### config.mk
export PLATFORM = sky130hd
export DESIGN_NAME = aging_route_table_top
export DESIGN_NICKNAME = d
export VERILOG_FILES = /design/src/hdl/art_pkg.sv /design/src/hdl/aging_route_table_top.sv /design/src/hdl/art_datapath.sv /design/src/hdl/art_ctrl.sv
export SDC_FILE = /design/constraint.sdc
export NUM_CORES = 2
export LEC_CHECK = 0
export BUFFER_PORTS_ARGS = -buffer_cell sky130_fd_sc_hd__buf_2
export CAP_MARGIN = 25
export CORE_ASPECT_RATIO = 0.6
export CORE_MARGIN = 3
export CORE_UTILIZATION = 30
export CTS_BUF_LIST = sky130_fd_sc_hd__clkbuf_8
export DETAILED_ROUTE_END_ITERATION = 8
export SLEW_MARGIN = 15
export SYNTH_ARGS = -nofsm -noshare
export SYNTH_HDL_FRONTEND = slang
export SYNTH_HIERARCHICAL = 1
export SYNTH_SLANG_ARGS = --single-unit
export TNS_END_PERCENT = 1
### constraint.sdc
create_clock -name clk -period 16 [get_ports clk]
set_input_delay 0 -clock clk [delete_from_list [all_inputs] [get_ports clk]]
set_output_delay 0 -clock clk [all_outputs]
set_load 0.005 [all_outputs]
### src/hdl/art_pkg.sv
package art_pkg;

	localparam int TableDepthDefault = 32;
	localparam logic [15:0] StaleReset = 16'd20;

	typedef enum logic [2:0] {
		ST_INSERTED  = 3'd0,
		ST_REFRESHED = 3'd1,
		ST_IMPROVED  = 3'd2,
		ST_IGNORED   = 3'd3,
		ST_FULL      = 3'd4,
		ST_FOUND     = 3'd5,
		ST_NOT_FOUND = 3'd6
	} status_t;

	localparam logic CMD_UPDATE = 1'b0;
	localparam logic CMD_LOOKUP = 1'b1;

	typedef struct packed {
		logic        cmd;
		logic [31:0] dest_ip;
		logic [47:0] next_hop_mac;
		logic [7:0]  hops;
		logic [7:0]  iface;
		logic [31:0] now_seconds;
	} req_t;

	typedef struct packed {
		logic [2:0]  status;
		logic [7:0]  found_hops;
		logic [47:0] found_mac;
		logic [7:0]  found_iface;
	} rsp_t;

	// controller -> datapath
	typedef struct packed {
		logic load;    // capture request, clear scan results
		logic rd;      // issue read at scan index
		logic chk;     // evaluate read data of previous index
		logic wr;      // write back decided entry
		logic rsp;     // form response
	} dp_cmd_t;

	// datapath -> controller
	typedef struct packed {
		logic last;    // scan index at final entry
	} dp_sts_t;

endpackage

### src/hdl/aging_route_table_top.sv
// A request is scanned against the table one entry per cycle through the
// one-port table memory, then the last entry is checked, the decided entry is
// written back and the response is formed and held while out_stall is high.
// The input stalls until the result transfers, so one request is in flight.
// Reset: asynchronous, active low; all entries invalid, stale_seconds = 20.
module aging_route_table_top #(
	parameter int TABLE_DEPTH = art_pkg::TableDepthDefault
) (
	input  logic          clk,
	input  logic          arst_n,
	input  logic          in_valid,
	output logic          in_stall,
	input  art_pkg::req_t in_data,
	output logic          out_valid,
	input  logic          out_stall,
	output art_pkg::rsp_t out_data,
	input  logic          cfg_valid,
	output logic          cfg_ready,
	input  logic [15:0]   cfg_data
);
	import art_pkg::*;

	logic [15:0] stale_q;
	dp_cmd_t cmd;
	dp_sts_t sts;

	assign cfg_ready = 1'b1;

	always_ff @(posedge clk or negedge arst_n) begin
		if (!arst_n) stale_q <= StaleReset;
		else if (cfg_valid && cfg_ready) stale_q <= cfg_data;
	end

	art_ctrl u_ctrl (
		.clk, .arst_n, .in_valid, .in_stall, .out_valid, .out_stall, .sts, .cmd
	);

	art_datapath #(.TABLE_DEPTH(TABLE_DEPTH)) u_dp (
		.clk, .arst_n, .req(in_data), .stale_q_in(stale_q), .cmd(cmd), .sts,
		.rsp(out_data)
	);

	a_hold: assert property (@(posedge clk) disable iff (!arst_n)
		out_valid && out_stall |=> out_valid && $stable(out_data))
		else $error("result changed while stalled");
	a_busy: assert property (@(posedge clk) disable iff (!arst_n)
		out_valid |-> in_stall)
		else $error("input open while result pending");
	a_onecmd: assert property (@(posedge clk) disable iff (!arst_n)
		$onehot0({cmd.load, cmd.wr, cmd.rsp}))
		else $error("conflicting datapath commands");

endmodule

### src/hdl/art_datapath.sv
module art_datapath #(
	parameter int TABLE_DEPTH = art_pkg::TableDepthDefault
) (
	input  logic            clk,
	input  logic            arst_n,
	input  art_pkg::req_t   req,
	input  logic [15:0]     stale_q_in,
	input  art_pkg::dp_cmd_t cmd,
	output art_pkg::dp_sts_t sts,
	output art_pkg::rsp_t   rsp
);
	import art_pkg::*;

	localparam int IW = (TABLE_DEPTH > 1) ? $clog2(TABLE_DEPTH) : 1;

	typedef struct packed {
		logic [31:0] ip;
		logic [47:0] mac;
		logic [7:0]  hops;
		logic [7:0]  iface;
		logic [31:0] stamp;
	} ent_t;

	ent_t mem [TABLE_DEPTH];
	logic [TABLE_DEPTH-1:0] valid_q;

	req_t        req_q;
	logic [IW-1:0] idx_q;
	logic [IW-1:0] ridx_q;
	ent_t        rdata_q;
	logic        hit_q, free_ok_q;
	logic [IW-1:0] hit_idx_q, free_idx_q;
	ent_t        hit_ent_q;

	logic [31:0] age;
	logic        live, match;
	assign age   = req_q.now_seconds - rdata_q.stamp;
	assign live  = valid_q[ridx_q] && (age <= {16'd0, stale_q_in});
	assign match = live && (rdata_q.ip == req_q.dest_ip);

	assign sts.last = (idx_q == IW'(TABLE_DEPTH - 1));

	always_ff @(posedge clk) begin
		if (cmd.rd) begin
			rdata_q <= mem[idx_q];
		end
		if (cmd.wr && req_q.cmd == CMD_UPDATE) begin
			if (!hit_q && free_ok_q) begin
				mem[free_idx_q] <= '{req_q.dest_ip, req_q.next_hop_mac, req_q.hops,
					req_q.iface, req_q.now_seconds};
			end else if (hit_q && hit_ent_q.hops >= req_q.hops) begin
				mem[hit_idx_q] <= '{req_q.dest_ip, req_q.next_hop_mac, req_q.hops,
					req_q.iface, req_q.now_seconds};
			end
		end
	end

	always_ff @(posedge clk or negedge arst_n) begin
		if (!arst_n) begin
			valid_q <= '0;
			req_q <= '0;
			idx_q <= '0;
			ridx_q <= '0;
			hit_q <= 1'b0;
			free_ok_q <= 1'b0;
			hit_idx_q <= '0;
			free_idx_q <= '0;
			hit_ent_q <= '0;
			rsp <= '0;
		end else begin
			if (cmd.load) begin
				req_q <= req;
				idx_q <= '0;
				hit_q <= 1'b0;
				free_ok_q <= 1'b0;
			end
			if (cmd.rd) begin
				ridx_q <= idx_q;
				if (!sts.last) idx_q <= idx_q + 1'b1;
			end
			if (cmd.chk) begin
				// purge stale entries on the fly
				if (!live) valid_q[ridx_q] <= 1'b0;
				if (match && !hit_q) begin
					hit_q <= 1'b1;
					hit_idx_q <= ridx_q;
					hit_ent_q <= rdata_q;
				end
				if (!live && !free_ok_q) begin
					free_ok_q <= 1'b1;
					free_idx_q <= ridx_q;
				end
			end
			if (cmd.wr && req_q.cmd == CMD_UPDATE && !hit_q && free_ok_q) begin
				valid_q[free_idx_q] <= 1'b1;
			end
			if (cmd.rsp) begin
				if (req_q.cmd == CMD_LOOKUP) begin
					rsp <= hit_q ? '{ST_FOUND, hit_ent_q.hops, hit_ent_q.mac, hit_ent_q.iface}
						: '{ST_NOT_FOUND, 8'd0, 48'd0, 8'd0};
				end else if (!hit_q) begin
					rsp <= free_ok_q ? '{ST_INSERTED, req_q.hops, req_q.next_hop_mac, req_q.iface}
						: '{ST_FULL, 8'd0, 48'd0, 8'd0};
				end else if (hit_ent_q.hops == req_q.hops) begin
					rsp <= '{ST_REFRESHED, req_q.hops, req_q.next_hop_mac, req_q.iface};
				end else if (hit_ent_q.hops > req_q.hops) begin
					rsp <= '{ST_IMPROVED, req_q.hops, req_q.next_hop_mac, req_q.iface};
				end else begin
					rsp <= '{ST_IGNORED, hit_ent_q.hops, hit_ent_q.mac, hit_ent_q.iface};
				end
			end
		end
	end

endmodule

### src/hdl/art_ctrl.sv
module art_ctrl (
	input  logic             clk,
	input  logic             arst_n,
	input  logic             in_valid,
	output logic             in_stall,
	output logic             out_valid,
	input  logic             out_stall,
	input  art_pkg::dp_sts_t sts,
	output art_pkg::dp_cmd_t cmd
);
	import art_pkg::*;

	typedef enum logic [2:0] {S_IDLE, S_SCAN, S_LAST, S_WR, S_RSP, S_OUT} state_t;
	state_t state_q;
	logic first_q;

	assign in_stall = (state_q != S_IDLE);
	assign out_valid = (state_q == S_OUT);

	// check overlaps the next read: data of index i is checked while i+1 is read
	always_comb begin
		cmd = '0;
		case (state_q)
			S_IDLE: cmd.load = in_valid;
			S_SCAN: begin
				cmd.rd = 1'b1;
				cmd.chk = !first_q;
			end
			S_LAST: cmd.chk = 1'b1;
			S_WR:   cmd.wr = 1'b1;
			S_RSP:  cmd.rsp = 1'b1;
			default: cmd = '0;
		endcase
	end

	always_ff @(posedge clk or negedge arst_n) begin
		if (!arst_n) begin
			state_q <= S_IDLE;
			first_q <= 1'b0;
		end else begin
			case (state_q)
				S_IDLE: if (in_valid) begin
					state_q <= S_SCAN;
					first_q <= 1'b1;
				end
				S_SCAN: begin
					first_q <= 1'b0;
					if (sts.last) state_q <= S_LAST;
				end
				S_LAST: state_q <= S_WR;
				S_WR:   state_q <= S_RSP;
				S_RSP:  state_q <= S_OUT;
				S_OUT:  if (!out_stall) state_q <= S_IDLE;
				default: state_q <= S_IDLE;
			endcase
		end
	end

endmodule

* Word level (Yosys, flattened, before mapping)
Memories as Yosys holds them, arrays and structs flattened. A register that Yosys moved wholly into a read port is not among the register bits. Cells that the tools add are included.
Storage, ports and cells: bits in registers 334, bits in writable memories 4096, output and inout port bits 70, logic and storage cells 116, memories 1
Memories:
- u_dp.mem | words 32, bits a word 128, rd ports 1, clocked after Yosys merged registers in 1, write ports 1, line art_datapath.sv:24 | ent_t mem [TABLE_DEPTH];
Cells by class: add/subtract/negate cells 2, magnitude comparators 7, equal/unequal tests 11, multiplexer cells 45, bitwise operators 4, reductions and logical operators 23
Operators with widths (count):
- 2-to-1 mux 67 bit | 4
- 2-to-1 mux 128 bit | 1
- OR reduction 128 bit | 1
- 2-to-1 mux 32 bit | 3
- 2-to-1 mux 66 bit | 1
- 2-to-1 mux 65 bit | 1
- bitwise AND 32 bit | 1
- equality test 32 bit | 1
- less-or-equal comparator 32 x 16 -> 1 bit | 1
- inverter 32 bit | 1
- OR 32 bit | 1
- subtractor 32 bit | 1
- 2-to-1 mux 1 bit | 22
- 2-to-1 mux 5 bit | 4
- one-hot mux 3 bit (6 select lines) | 1
- less-than comparator 5 x 6 -> 1 bit, second input constant | 2
- logical AND 1 bit | 11
- demux 1 bit (select 5 bit) | 2
- greater-or-equal comparator 5 x 1 -> 1 bit, second input constant | 2
- 2-to-1 mux 3 bit | 3
- equality test 8 bit | 1
- greater-or-equal comparator 8 bit | 1
- greater-than comparator 8 bit | 1
- equality test 3 x 2 -> 1 bit, second input constant | 2
- 14 further kinds | 23

* Logic depth before layout (Yosys ltp)
depth in word-level cells 10, depth in mapped cells 22

* Modules after synthesis
The synthesis kept the hierarchy.
Modules (own cells, without submodules):
- art_datapath | times used 1, cells an instance 7477, area an instance 174926.5 sq um, seq. area each 134699.2 sq um
- aging_route_table_top | times used 1, cells an instance 36, area an instance 663.1 sq um, seq. area each 402.9 sq um
- art_ctrl | times used 1, cells an instance 30, area an instance 244.0 sq um, seq. area each 100.1 sq um

* Worst setup path before layout
OpenSTA, ideal clock, no wires.
path kind register to register, start reg u_dp/req_q[41] in the netlist's numbering, end mem u_dp/mem[16][0] in the netlist's numbering, enable pin, library setup time 0.617 ns, arrival 8.256 ns, data required time 15.383 ns, setup slack 7.127 ns, cell stages (with the launch flop) 14, path buffers 1, cell sequence dfrtp_1 -> inv_1 -> ha_1 -> nor2b_1 -> o21a_1 -> o21ai_0 -> a21oi_1 -> nor4_1 -> nor2_1 -> and3_1 -> clkbuf_1 -> mux2i_1 -> nand2_1 -> nor2_1
Between the ends: cells in the longest elaborated chain, start to end 8
RTL lines:
- from (decl) | line art_datapath.sv:27 | req_t req_q;
- from (signal assigned) | line art_datapath.sv:72 | req_q <= req;
- greater-or-equal comparator 8 bit * | line art_datapath.sv:51 | end else if (hit_q && hit_ent_q.hops >= req_q.hops) begin
- logical AND 1 bit * | line art_datapath.sv:51
- 2-to-1 mux 1 bit * | line art_datapath.sv:51
- 2-to-1 mux 1 bit * | line art_datapath.sv:48 | if (!hit_q && free_ok_q) begin
- 2-to-1 mux 1 bit * | line art_datapath.sv:47 | if (cmd.wr && req_q.cmd == CMD_UPDATE) begin
- 2-to-1 mux 1 bit (not written as such) * | line art_datapath.sv:52 | mem[hit_idx_q] <= '{req_q.dest_ip, req_q.next_hop_mac, req_q.hops,
- OR reduction 128 bit (no line)
- 2-to-1 mux 5 bit (no line) or 2-to-1 mux 1 bit (tied branches)
- to (decl) | line art_datapath.sv:24
Mark *: on every way between the ends. The rest lies on a longest branch, timed or not.

* Worst setup path in the final report
start reg u_dp/req_q[0] in the netlist's numbering, end reg u_dp/hit_ent_q[68] in the netlist's numbering
Between the ends: cells in the longest elaborated chain, start to end 6
RTL lines:
- subtractor 32 bit | line art_datapath.sv:37 | assign age = req_q.now_seconds - rdata_q.stamp;
- less-or-equal comparator 32 x 16 -> 1 bit | line art_datapath.sv:38 | assign live = valid_q[ridx_q] && (age <= {16'd0, stale_q_in});
- logical AND 1 bit | line art_datapath.sv:38
- logical AND 1 bit | line art_datapath.sv:39 | assign match = live && (rdata_q.ip == req_q.dest_ip);
- logical AND 1 bit | line art_datapath.sv:84 | if (match && !hit_q) begin
- AND reduction 2 bit (no line)
- to (signal assigned) | line art_datapath.sv:87 | hit_ent_q <= rdata_q;
- to (decl) | line art_datapath.sv:33 | ent_t hit_ent_q;
Every way passes these cells. A chain may end at the register's enable or synchronous reset.

==> run metrics <==
status finished clean; TritonCTS clock tree yes; setup TNS 0 ps; clock sink count ~4600; R2R Path Start u_dp/req_q[0]$_DFFE_PN0P_; area fraction of the dominant cell type after synthesis 0.7214; Vias/cell ~5.2; DRC errors left 0; number of global-route vias before repair slightly below 90000; CTS root buf clkbuf_8; area of the multi-input gates a little under 40000 µm²; maximum clock insertion buffer count 4; Max Cap Viol 0; Worst Tran Pin Value 1295 ps; Hold Crit Class in2async; Setup CP Type reg2reg; most used flip-flop cell after synthesis edfxtp_1; Worst setup EP type flip-flop; Slew HR 0.1369; period utilisation layout 0.5209; pwr/cell area 174.9 nW/µm²; htree depth 6; layout cells sized above 1 0.3293; number of CTS-inserted buffers 642; initial antenna violation count 54; Unique masters post-synth 86; CTS resizes 0; Post-CTS Hold Buffers 349; CP startpoint u_dp/req_q[0]$_DFFE_PN0P_; drt first pass iters 6; Cells after Synth about 7500; Detail Route Antenna Nets 0; FILL cells 53320; port bufs 218; unrepaired setup endpoints after global routing no; Cell Rows ~220; Peak VDD IR roughly 0.16 mV; die height 599.0 µm; top-count cell post-synth edfxtp_1; number of synthesized flops with an enable pin 4224; core outline area 583200 µm²; Fin. Hold Viols 0; clock transition at the registers of the reported paths 70 ps; sequential share of the synthesized area 0.7689; Avg Cell Area, Syn 23.31 µm²; RR Endpoint u_dp/hit_ent_q[68]$_DFFE_PN0P_; Die ar. 595600 µm²; setup bufs post-CTS 0; Finished Layout Cells 16960; Fin Clk Skew 89.20 ps; CP required 16940 ps; ys async rst share 0.07328; reg2reg path depth 20; R2R Setup Slk ~7700 ps; synth warn 6; flops & latches, synth 4558; Tmin final 8335 ps; CP max FO 33; dominant cells by area after synthesis edfxtp_1 (72%), mux4_2 (16%), dfrtp_1 (4.7%); Yosys top cell by area edfxtp_1; Top Ports 220; HPWL Detailed around 260000 µm; initial cell density of the core 0.3015; Leak Pwr 65.86 nW; Mapped Nets 7751; Max Fclk between 0.1 and 0.15 GHz; endpoints failing setup 0; Synth top cells by count edfxtp_1 (4224), mux4_2 (1280), dfrtp_1 (332); critical path arrival 9280 ps; Die X 994.4 µm; wire length per cell 28.80 µm; GRT overflow 0; largest net degree at the start of global routing roughly 170; Final nets 8856; gpl congestion 0.8666; DR iter-0 viols between 10000 and 15000; Routed WL about 490000 µm; max-slew violations 0; GRT Overall Usage 0.1592; placed insts 15370; synthesis-to-layout area growth 16.15%; synthesized area 175800 µm²; vias a little under 90000; Skew-Pair Late Insertion Delay 1120 ps; crit start category flip-flop; flip-flop and latch area between 100000 and 150000 µm²; first-pass GRT wire length 689200 µm
[cells in the final DEF, fill, tap and decap left out, types with 9 or more instances in the layout]
cell,n
inv_1,303
mux2_2,272
nand2_1,113
bufinv_16,14
edfxtp_1,4224
buf_4,181
nor4_1,11
a22oi_1,65
nor2_1,104
xnor2_1,12
buf_12,32
clkinv_1,133
mux4_2,1280
o21a_1,13
dfrtp_2,14
nand3_1,15
dlygate4sd3_1,348
nand2b_1,18
clkbuf_8,685
o211ai_1,9
buf_8,39
nand4_1,20
nor2_4,33
o21ai_0,104
a21oi_1,115
nor3_1,15
mux2i_1,16
clkinv_2,67
buf_16,27
a21o_1,11
and3_1,9
dfrtp_1,313
mux2_4,78
nor2b_1,10
ha_1,57
clkinvlp_4,11
buf_2,217
xor2_1,39
[stage by stage]
step	cell area, µm²	utilization	power (W)	worst slack (ps)	hold slack [ps]
after floorplan	175800	-	0.02310	7127	-295.6
after global placement	187200	0.3210	0.02659	7818	-31.75
after detailed placement	187600	0.3217	0.02684	7928	-28.44
after CTS	203100	0.3483	0.03572	7922	25.72
after global routing	204200	0.3502	0.03728	7473	112.9
final	204200	0.3502	0.03572	7665	155.3
[report_power, final]
group / internal (W) / leakage [nW] / switching [W]
registers: 0.0152 / 42.6 / 0.000981
logic: 0.00492 / 16.3 / 0.00585
clock network: 0.00422 / 7.02 / 0.00452
total: 0.0244 / 65.9 / 0.0114
[routing by layer]
metal  global-route usage  up-vias  share of wire
met4              0.03185       12          0.020
met1               0.2410    47720           0.44
met3              0.02977      719          0.089
met5                    0        -        0.00016
met2               0.2414     4639           0.45
li1                     -    34290              -
[sequential cells by signal, summed over array words and instances, names as in the netlist, 16 cells and up]
signal,count
u_dp/req_q,129
u_dp/hit_ent_q,64
stale_q,16
u_dp/valid_q,32
u_dp/rsp,67
u_dp/rdata_q,128
u_dp/mem,4096
[worst max path at each step]
stage                                     end  slack (ps)  cells past startpoint
6_report       u_dp/hit_ent_q[68]$_DFFE_PN0P_        7670                     20
5_1_grt        u_dp/hit_ent_q[68]$_DFFE_PN0P_        7470                     21
4_1_cts        u_dp/hit_ent_q[68]$_DFFE_PN0P_        7920                     21
3_5_place_dp   u_dp/hit_ent_q[73]$_DFFE_PN0P_        7930                     21
3_3_place_gp   u_dp/hit_ent_q[74]$_DFFE_PN0P_        7820                     20
2_1_floorplan       u_dp/mem[16][0]$_DFFE_PP_        7130                     13
[final cells by class]
class | instances | share of cell area
diodes | 5 | 0.00006126
clock buffers | 685 | 0.04616
clock inverters | 488 | 0.01259
inverters | 67 | 0.001231
multi-input cells | 2528 | 0.1908
flip-flops and latches | 4558 | 0.6622
well taps | 7774 | 0.04763
repair buffers | 851 | 0.03933
[worst max-delay path, cell delays in order, from the launching register on]
cell and delay [ps]:
dfrtp_1 930, inv_1 210, ha_1 300, fa_1 420, nand2b_1 190, a21oi_1 340, o21ai_2 210, o21bai_1 410
xor2_1 180, ha_1 270, and4_1 210, a221oi_1 530, o2111ai_1 180, a31oi_1 190, nand4_1 130, or4_1 510
nor4_2 660, and2_4 680, buf_4 550, buf_4 610, mux2_4 350
[cells by family after synthesis]
group                      count (synthesis)  synth area share
other                                      1        0.00002133
DFF                                     4558            0.7689
buffers and inverters                    457           0.01103
muxes                                   1647            0.1890
and+or+nand+nor                          394           0.01087
adders and majority gates                 58          0.004170
AOI/OAI and AO/OA                        377           0.01344
xor gates and xnor gates                  51          0.002540
Power figures use the tool's default switching activity.
